`config.mk`:
```
export PLATFORM = sky130hd
export DESIGN_NAME = mf3_out_fifo
export DESIGN_NICKNAME = d
export VERILOG_FILES = /design/src/hdl/mf3_pkg.sv /design/src/hdl/mf3_out_fifo.sv
export SDC_FILE = /design/constraint.sdc
export NUM_CORES = 1
export LEC_CHECK = 0
export CAP_MARGIN = 20
export CORE_MARGIN = 2
export CORE_UTILIZATION = 58
export CTS_CLUSTER_SIZE = 24
export DETAILED_ROUTE_END_ITERATION = 12
export DONT_BUFFER_PORTS = 1
export PLACE_DENSITY = 0.85
export SLEW_MARGIN = 10
export SYNTH_ARGS = -nofsm -noshare
export SYNTH_HDL_FRONTEND = slang
export SYNTH_SLANG_ARGS = --single-unit
```
`constraint.sdc`:
```
create_clock -name clk_i -period 4.2 [get_ports clk_i]
set_input_delay 1.05 -clock clk_i [delete_from_list [all_inputs] [get_ports clk_i]]
set_output_delay 1.05 -clock clk_i [all_outputs]
set_load 0.02 [all_outputs]
```
`src/hdl/mf3_pkg.sv`:
```
// Shared types and constants of the 3x3 RGB median filter.
package mf3_pkg;

  // Fixed field widths.
  localparam int unsigned CHANNEL_BITS    = 8;
  localparam int unsigned WIDTH_REG_BITS  = 11;
  localparam int unsigned HEIGHT_REG_BITS = 12;
  localparam int unsigned CFG_DATA_BITS   = 12;
  localparam int unsigned ROW_BITS        = 12;

  // Result queue sizing.
  localparam int unsigned OFIFO_DEPTH    = 8;
  localparam int unsigned OFIFO_PTR_BITS = $clog2(OFIFO_DEPTH);
  localparam int unsigned OFIFO_CNT_BITS = $clog2(OFIFO_DEPTH + 1);

  typedef logic [CHANNEL_BITS-1:0] chan_t;

  typedef struct packed {
    chan_t red;
    chan_t green;
    chan_t blue;
  } pixel_t;

  // One line buffer entry: the pixel two rows up and the pixel one row up.
  typedef struct packed {
    pixel_t older;
    pixel_t newer;
  } line_pair_t;

  // Neighborhood, indexed [column][row]; column 0 is the oldest.
  typedef pixel_t [2:0][2:0] window_t;

  // Input word.
  typedef struct packed {
    logic  cmd;
    chan_t red_in;
    chan_t green_in;
    chan_t blue_in;
  } mf3_in_t;

  // Output word.
  typedef struct packed {
    chan_t red_out;
    chan_t green_out;
    chan_t blue_out;
    logic  last_of_image;
  } mf3_out_t;

  // Per-word control that rides along with the sorting pipeline.
  typedef struct packed {
    logic   use_median;
    logic   last;
    pixel_t pass;
  } mf3_ctrl_t;

endpackage

```
`src/hdl/mf3_out_fifo.sv`:
```
// Result queue between the filter pipeline and the output channel.
module mf3_out_fifo import mf3_pkg::*; (
  input  logic                      clk_i,
  input  logic                      rst_ni,
  input  logic                      push_i,
  input  mf3_out_t                  push_data_i,
  output logic                      out_valid_o,
  input  logic                      out_ready_i,
  output mf3_out_t                  out_data_o,
  output logic [OFIFO_CNT_BITS-1:0] count_o
);

  mf3_out_t                  fifo_q [OFIFO_DEPTH];
  logic [OFIFO_PTR_BITS-1:0] wr_ptr_q, rd_ptr_q;
  logic [OFIFO_CNT_BITS-1:0] count_q;
  logic                      pop;

  assign pop = out_valid_o && out_ready_i;

  // Entry storage.
  always_ff @(posedge clk_i) begin
    if (push_i) begin
      fifo_q[wr_ptr_q] <= push_data_i;
    end
  end

  // Pointers and fill level.
  always_ff @(posedge clk_i or negedge rst_ni) begin
    if (!rst_ni) begin
      wr_ptr_q <= '0;
      rd_ptr_q <= '0;
      count_q  <= '0;
    end else begin
      if (push_i) begin
        wr_ptr_q <= wr_ptr_q + OFIFO_PTR_BITS'(1);
      end
      if (pop) begin
        rd_ptr_q <= rd_ptr_q + OFIFO_PTR_BITS'(1);
      end
      if (push_i && !pop) begin
        count_q <= count_q + OFIFO_CNT_BITS'(1);
      end else if (pop && !push_i) begin
        count_q <= count_q - OFIFO_CNT_BITS'(1);
      end
    end
  end

  assign out_valid_o = (count_q != '0);
  assign out_data_o  = fifo_q[rd_ptr_q];
  assign count_o     = count_q;

endmodule

```
==> metrics <==
setup TNS 0 ns; Final Max Tran Viols 0; via count of the first global-routing pass 3,597; peak supply drop 0.459 mV; area leader, netlist edfxtp_1; Switching Power 1.92 mW; routed length on met3 1000 um; quantity of gates resized following cts 0; layout cell share with drive strength beyond 1 20.6%; chip width 124 um; clock group share of total power 27.1%; wire per inst 25.5 um; Int Power 4.47 mW; cell area after synthesis 8300 um^2; Combinational Power Share 27.9%; WS Path Type flip-flop to output pin; Sink Count 210; Cells after Synth 349; Initial Util 59.6%; drt first pass iters 5; min Tclk post-route 3.57 ns; worst-path fanout max 34; Post-CTS Setup Inserts 0; final RePlAce weighted congestion 0.754; highest routed metal layer met4; clk_lat worst skew 0.48 ns; Worst Path Required 3.15 ns; max_cap viols 0; Layout Skew 0.00965 ns; total via count in the routed design 3,489; post-synth net total 384; hpwl dp 7910 um; fmax 0.280 GHz; RSZ-0062 raised after global routing false; Worst EP arrival 2.52 ns; final worst path period share 85.0%; largest net degree at the start of global routing 37; IO Count 59; Syn Area/Cell 23.8 um^2; Hold Path Class input port to asynchronous set/reset pin; sequential cell area fraction in the yosys report 75.3%; total global routing overflow 0; Nets 397; Slew headroom 33.8%; Final Setup Violations 0; Worst Max-Slew Pin Slew 0.991 ns; core area 13,900 um^2; Fillers 833; clock buffer depth 3; Design Area, Final 9190 um^2; leakage power 3.05 nW; Seq pwr share 45.0%; top cells by area, synth edfxtp_1 72%, mux4_1 16%, mux2_2 3.8%; Buffers on Ports 0; vias per inst 6.30; status finished clean; critical path endpoint category output pin; hold violation count in the final report 0; detailed-route wire length 14,100 um; met1 WL 5420 um; YS warnings 0; first-pass GRT wire length 21,100 um; Num CTS Buffers 20; Die H 124 um; DRT antenna net count 0; number of diodes 0; H-tree Lvls 1; FP Rows 43; dpl cell area 8550 um^2; die footprint 15,300 um^2; top-area cell type share of the netlist area 72.3%; DRC 0; Power Density 695 nW/um^2; antenna violations before repair 0; Root Buffer clkbuf_16; Cell variety after synth 28; GRT Overall Usage 19.1%; Worst setup SP type flip-flop; Post-CTS Hold Buffers 0; Area Overhead vs Synth 10.7%; clock-pin slew on the worst setup and hold paths 0.06 ns; 1st-iter DRT viols 377; switch share 30.0%; CTS tree built; routed wl met2 7380 um; synthesized flop and latch total 210; Tot Pwr 6.39 mW
per-layer routing:
layer	GRT usage, %	vias to the layer above
met3	4.85	30
met5	0	-
met1	24.4	1820
li1	-	1537
met4	5.33	0
met2	33.0	102
layout by cell type, fill, tap and decap left out, types with 2 or more instances in the layout:
master	instances
a21oi_1	2
o211ai_1	2
mux4_1	49
nand2b_1	3
buf_4	6
nand3_1	3
mux2_2	28
clkinv_2	4
edfxtp_1	200
dfrtp_2	2
xnor2_1	5
dfrtp_1	8
clkbuf_8	4
nor3_2	2
clkbuf_16	21
nand2_1	6
clkbuf_1	3
ha_1	5
nor2_4	6
logic make-up (layout without fill, tap and decap cells):
logic type,after synthesis,count (layout),share of synthesized area [%]
AO/OA/AOI/OAI,6,6,0.497
XOR/XNOR,6,6,0.633
adder cells (fa/ha/maj),6,6,0.994
buffers and inverters,17,42,1.33
flip-flops,210,210,75.3
multiplexers,79,79,19.7
AND/OR/NAND/NOR,25,25,1.52
cell type report:
cell class                      instances  area [um^2]  area share [%]
Timing Repair Buffer                    7         65.1           0.708
Clock inverter                          6         53.8           0.585
Multi-Input combinational cell        122         1990            21.7
Clock buffer                           28          592            6.44
Tap cell                              180          225            2.45
Inverter                                1         3.75          0.0408
Sequential cell                       210         6260            68.1
Yosys cell counts:
library cell	n
mux4_2	1
or4_1	1
mux4_1	49
a21oi_1	2
nor2_1	6
buf_1	2
inv_1	1
o21ai_0	1
nand3_1	3
clkbuf_1	7
o211ai_1	2
nor3_1	3
edfxtp_1	200
dfrtp_1	10
xnor2_1	5
or3_1	1
nand2b_1	3
nand3b_1	1
mux2_2	28
or4_4	1
a2111o_1	1
nand2_1	6
buf_2	1
xor2_1	1
ha_1	5
fa_1	1
buf_6	6
mux2i_1	1
critical path, stage by stage, from the launching register on:
cell	delay, ns
dfrtp_2	0.71
buf_12	0.32
mux4_1	0.62
mux2_2	0.35
sequential cells by signal, indices dropped and copies added (netlist names):
signal / count
count_o: 4
fifo_q: 200
rd_ptr_q: 3
wr_ptr_q: 3
power by group through the flow:
stage | Combinational (mW) | Sequential (mW) | Clock (mW)
final | 1.78 | 2.88 | 1.73
after global routing | 1.90 | 2.91 | 1.84
after CTS | 1.82 | 2.88 | 1.76
after detailed placement | 1.80 | 2.92 | 0
after global placement | 1.75 | 2.89 | 0
after floorplan | 1.53 | 2.79 | 0
final timing paths:
path                       slack, ns         from       endpoint  depth (start not counted)
max reg2reg                     1.26   count_o[0]     count_o[3]                          8
max                             0.63  rd_ptr_q[0]  out_data_o[1]                          3
min                             0.26       rst_ni    rd_ptr_q[1]                          0
max in group asynchronous       3.86       rst_ni    rd_ptr_q[0]                          0
min reg2reg                     0.59  wr_ptr_q[1]    wr_ptr_q[1]                          1
min in group clk_i              0.59  wr_ptr_q[1]    wr_ptr_q[1]                          1
stage by stage:
step                      instances  hold WS (ns)  utilization, %  worst slack, ns
after detailed placement        520         0.549            61.3             1.12
after global placement          520         0.535            61.3             1.16
final                           554         0.261            66.0            0.632
after global routing            554         0.241            66.0            0.549
after CTS                       554         0.243            66.0            0.591
after floorplan                 349         0.517               -            0.880
No activity file was read; power rests on OpenSTA's default activity.
