===== src/hdl/mf3_pkg.sv =====
// Shared types and constants of the 3x3 RGB median filter.
package mf3_pkg;

  // Fixed field widths.
  localparam int unsigned CHANNEL_BITS    = 8;
  localparam int unsigned WIDTH_REG_BITS  = 11;
  localparam int unsigned HEIGHT_REG_BITS = 12;
  localparam int unsigned CFG_DATA_BITS   = 12;
  localparam int unsigned ROW_BITS        = 12;

  // Result queue sizing.
  localparam int unsigned OFIFO_DEPTH    = 8;
  localparam int unsigned OFIFO_PTR_BITS = $clog2(OFIFO_DEPTH);
  localparam int unsigned OFIFO_CNT_BITS = $clog2(OFIFO_DEPTH + 1);

  typedef logic [CHANNEL_BITS-1:0] chan_t;

  typedef struct packed {
    chan_t red;
    chan_t green;
    chan_t blue;
  } pixel_t;

  // One line buffer entry: the pixel two rows up and the pixel one row up.
  typedef struct packed {
    pixel_t older;
    pixel_t newer;
  } line_pair_t;

  // Neighborhood, indexed [column][row]; column 0 is the oldest.
  typedef pixel_t [2:0][2:0] window_t;

  // Input word.
  typedef struct packed {
    logic  cmd;
    chan_t red_in;
    chan_t green_in;
    chan_t blue_in;
  } mf3_in_t;

  // Output word.
  typedef struct packed {
    chan_t red_out;
    chan_t green_out;
    chan_t blue_out;
    logic  last_of_image;
  } mf3_out_t;

  // Per-word control that rides along with the sorting pipeline.
  typedef struct packed {
    logic   use_median;
    logic   last;
    pixel_t pass;
  } mf3_ctrl_t;

endpackage


===== src/hdl/mf3_median9.sv =====
// Two-stage median-of-nine sorting network, one network per color channel.
module mf3_median9 import mf3_pkg::*; (
  input  logic      clk_i,
  input  logic      rst_ni,
  input  logic      valid_i,
  input  mf3_ctrl_t ctrl_i,
  input  window_t   window_i,
  output logic      valid_o,
  output mf3_out_t  data_o
);

  typedef logic [8:0][CHANNEL_BITS-1:0] chan_vec_t;

  // Compare and exchange: the lower value ends up at position a.
  function automatic chan_vec_t cas(chan_vec_t v, logic [3:0] a, logic [3:0] b);
    chan_vec_t r;
    r = v;
    if (v[a] > v[b]) begin
      r[a] = v[b];
      r[b] = v[a];
    end
    return r;
  endfunction

  // First half: sort each group of three.
  function automatic chan_vec_t sort_groups(chan_vec_t v);
    chan_vec_t r;
    r = v;
    r = cas(r, 4'd1, 4'd2);
    r = cas(r, 4'd4, 4'd5);
    r = cas(r, 4'd7, 4'd8);
    r = cas(r, 4'd0, 4'd1);
    r = cas(r, 4'd3, 4'd4);
    r = cas(r, 4'd6, 4'd7);
    r = cas(r, 4'd1, 4'd2);
    r = cas(r, 4'd4, 4'd5);
    r = cas(r, 4'd7, 4'd8);
    return r;
  endfunction

  // Second half: merge the sorted groups down to the middle value.
  function automatic chan_t pick_median(chan_vec_t v);
    chan_vec_t r;
    r = v;
    r = cas(r, 4'd0, 4'd3);
    r = cas(r, 4'd5, 4'd8);
    r = cas(r, 4'd4, 4'd7);
    r = cas(r, 4'd3, 4'd6);
    r = cas(r, 4'd1, 4'd4);
    r = cas(r, 4'd2, 4'd5);
    r = cas(r, 4'd4, 4'd7);
    r = cas(r, 4'd4, 4'd2);
    r = cas(r, 4'd6, 4'd4);
    r = cas(r, 4'd4, 4'd2);
    return r[4];
  endfunction

  pixel_t [8:0] flat;
  chan_vec_t    red_a, green_a, blue_a;
  chan_vec_t    red_q, green_q, blue_q;
  mf3_ctrl_t    ctrl_q;
  logic         valid_q;

  // Split the window into per-channel vectors and run the first half.
  always_comb begin
    flat = window_i;
    for (int i = 0; i < 9; i++) begin
      red_a[i]   = flat[i].red;
      green_a[i] = flat[i].green;
      blue_a[i]  = flat[i].blue;
    end
  end

  always_ff @(posedge clk_i) begin
    red_q   <= sort_groups(red_a);
    green_q <= sort_groups(green_a);
    blue_q  <= sort_groups(blue_a);
    ctrl_q  <= ctrl_i;
  end

  always_ff @(posedge clk_i or negedge rst_ni) begin
    if (!rst_ni) begin
      valid_q <= 1'b0;
    end else begin
      valid_q <= valid_i;
    end
  end

  // Second half and the choice between median and pass-through.
  always_comb begin
    if (ctrl_q.use_median) begin
      data_o.red_out   = pick_median(red_q);
      data_o.green_out = pick_median(green_q);
      data_o.blue_out  = pick_median(blue_q);
    end else begin
      data_o.red_out   = ctrl_q.pass.red;
      data_o.green_out = ctrl_q.pass.green;
      data_o.blue_out  = ctrl_q.pass.blue;
    end
    data_o.last_of_image = ctrl_q.last;
  end

  assign valid_o = valid_q;

endmodule


===== config.mk =====
export PLATFORM = sky130hd
export DESIGN_NAME = mf3_median9
export DESIGN_NICKNAME = d
export VERILOG_FILES = /design/src/hdl/mf3_pkg.sv /design/src/hdl/mf3_median9.sv
export SDC_FILE = /design/constraint.sdc
export NUM_CORES = 1
export LEC_CHECK = 0
export ABC_AREA = 1
export BUFFER_PORTS_ARGS = -buffer_cell sky130_fd_sc_hd__buf_2
export CORE_AREA = 2 2 229 231
export DETAILED_ROUTE_END_ITERATION = 7
export DIE_AREA = 0 0 231 233
export PLACE_DENSITY_LB_ADDON = 0.12
export RECOVER_POWER = 50
export SETUP_SLACK_MARGIN = 0.5
export SLEW_MARGIN = 10
export SYNTH_ARGS = -nofsm -noshare
export SYNTH_HDL_FRONTEND = slang
export SYNTH_SLANG_ARGS = --single-unit
export TNS_END_PERCENT = 100

===== constraint.sdc =====
create_clock -name clk_i -period 10.6 [get_ports clk_i]
set_input_delay 0.53 -clock clk_i [delete_from_list [all_inputs] [get_ports clk_i]]
set_output_delay 0.53 -clock clk_i [all_outputs]
set_load 0.05 [all_outputs]

==> metrics.txt <==
filler instances 5251; share of cells above drive strength 1 13.0%; Max-Cap Viols 4; Synth warnings 0; largest family of logic cells by synthesized area adder cells; RSZ-0062 raised after global routing false; Synth top area share 24.2%; grt ovf 0; wl on met1 33000 µm; Compound-Gate Fraction of Synth Area 22.3%; commonest cells after routing, fill and taps aside nand2_1 (940), o21ai_0 (508), ha_1 (448); CTS tree built; Via density 5.10; clock tree root buffer cell clkbuf_16; H-tree depth 1; Achievable Freq 0.104 GHz; initial antenna violation count 7; core area 51100 µm²; die footprint 53800 µm²; worst-margin pin slew 2.81 ns; Total GRT Usage 23.7%; status complete, but fails checks; Detailed Route WL 66200 µm; top routing layer used met5; min Tclk post-route 9.58 ns; Port Buffers 270; Final Hold Viols 0; cells after synthesis 3576; CTS Sinks 243; critical path arrival 9.05 ns; Max clock buf depth 3; CP Class flop to primary output; CP max-delay cell o21ai_0; I/O pin total 271; post-synthesis xor/xnor area fraction 0%; mux contribution to synthesized area 0%; Syn Area/Cell 6.52 µm²; post-route setup TNS 0 ns; CP Data Required Time 10.07 ns; fin nets 4552; sequential fraction of the synthesis area 20.9%; routed vias 23.3k; post-detail-place hpwl 54800 µm; first-pass GRT wire length 104000 µm; post-synth cell types 43; Clock transition at path regs 0.06 ns; Synthesized Nets 4271; DR WL met2 28700 µm; Critical Path Fanout Max 29; worst hold path class input port to flop; pin count of the biggest net entering global routing 33; failing checks capacitance limit, slew limit; synthesized flop and latch total 243; Final GP Congestion 0.902; cells taking the most area after synthesis ha_1 (24%), dfxtp_1 (21%), nand2_1 (15%); Met3 Routed Length 2840 µm; DRC Markers 0; max_slew headroom -89.0%; final worst-path cycle share 90.4%; simple-gate share of the synthesized area 24.1%; Starting DRT DRC Count 1447; area delta synth->final 16.7%; commonest non-fill, non-tap cell in the layout nand2_1; CP endpoint kind primary output; Mapped Area 23300 µm²; Pins Over Slew Limit 132; critical path launch point type flop; largest area contributor in the netlist ha_1; DRT Pass-1 Iters 5; Synth Area in Adders 24.2%; crit-path max cell delay 0.37 ns; Die Wd 231 µm; Routed Antenna Nets 0; Num CTS Buffers 30; most frequent CP cell nand2_1; post-DR wirelength/cell 14.5 µm; Initial Util 45.6%; Die Ht 233 µm; # setup viols final 0; Std-Cell Rows 83; vias in the first global route 20.7k
cells in the mapped netlist, drive strengths merged:
cell type,instances
o221a,1
dlygate4sd1,1
a21oi,332
nand4,22
nand2,989
o21a,4
a221oi,4
nor2,250
or2,4
ha,450
a31oi,1
dfxtp,242
a211oi,20
nor3,3
clkbuf,88
clkinv,3
a21o,3
a32oi,10
o31ai,8
nand3,100
o221ai,3
dfrtp,1
a2111oi,1
o211ai,30
o21ai,567
o21bai,2
buf,14
and2,7
inv,415
nor4,1
cells by family after synthesis:
logic type	count (synthesis)
compound gates	986
flops	243
simple gates	1376
buf+inv	521
fa+ha+maj	450
routing by layer:
metal	vias up	GRT usage (%)
met5	-	0
met4	6	5.75
met3	83	2.62
met2	446	38.1
met1	10164	33.7
li1	12561	-
state kept, by name, summed over array words and instances (netlist names):
register,cells
blue_q,72
ctrl_q,25
data_o,1
green_q,72
red_q,72
valid_o,1
critical path: cells and delay by family (launching register included):
family          cells  cell delay [ns]
simple gates       29             2.93
fa+ha+maj           6             1.78
compound gates     12             2.17
flops               1             0.32
buf+inv            11             1.23
final timing paths:
check | from | end | depth (start not counted)
min in group asynchronous | rst_ni | valid_o | 2
max in group asynchronous | rst_ni | valid_o | 2
setup / recovery | red_q[63] | data_o[24] | 58
hold / removal | ctrl_i[17] | ctrl_q[17] | 1
metrics by stage:
stage | cells | setup WS, ns | area [µm²] | hold slack, ns | util (%)
global route | 4561 | 0.390 | 27200 | 0.0148 | 53.2
finish | 4562 | 1.02 | 27200 | 0.0383 | 53.3
floorplan | 3576 | 1.35 | 23300 | 0.234 | -
CTS | 4505 | 0.515 | 26400 | 0.00584 | 51.7
global placement | 4444 | 0.836 | 25300 | 0.304 | 49.4
detailed placement | 4444 | 0.523 | 25300 | 0.306 | 49.4
timing repair:
item	4_1_cts	5_1_grt
resized for setup	10	116
hold buffers	8	0
buffers inserted	0	43
cloned	0	10
hold endpoints to repair	8	0
setup endpoints to repair	24	24
pin swaps	0	24
cell type report:
cell class	instances	area, µm²	share of cell area (%)
multi-input combinational	2820	16900	62.2
antenna	4	10.0	0.0368
tap	680	851	3.13
inverter	418	1580	5.82
clock inverter	13	210	0.773
clock buffer	40	838	3.08
timing repair buffer	343	1920	7.07
sequential	243	4870	17.9
timing repair inverter	1	7.51	0.0276
Power is left out: the tool's default activity adds up to more than one toggle a clock period on the data nets, which glitch-free logic cannot reach.
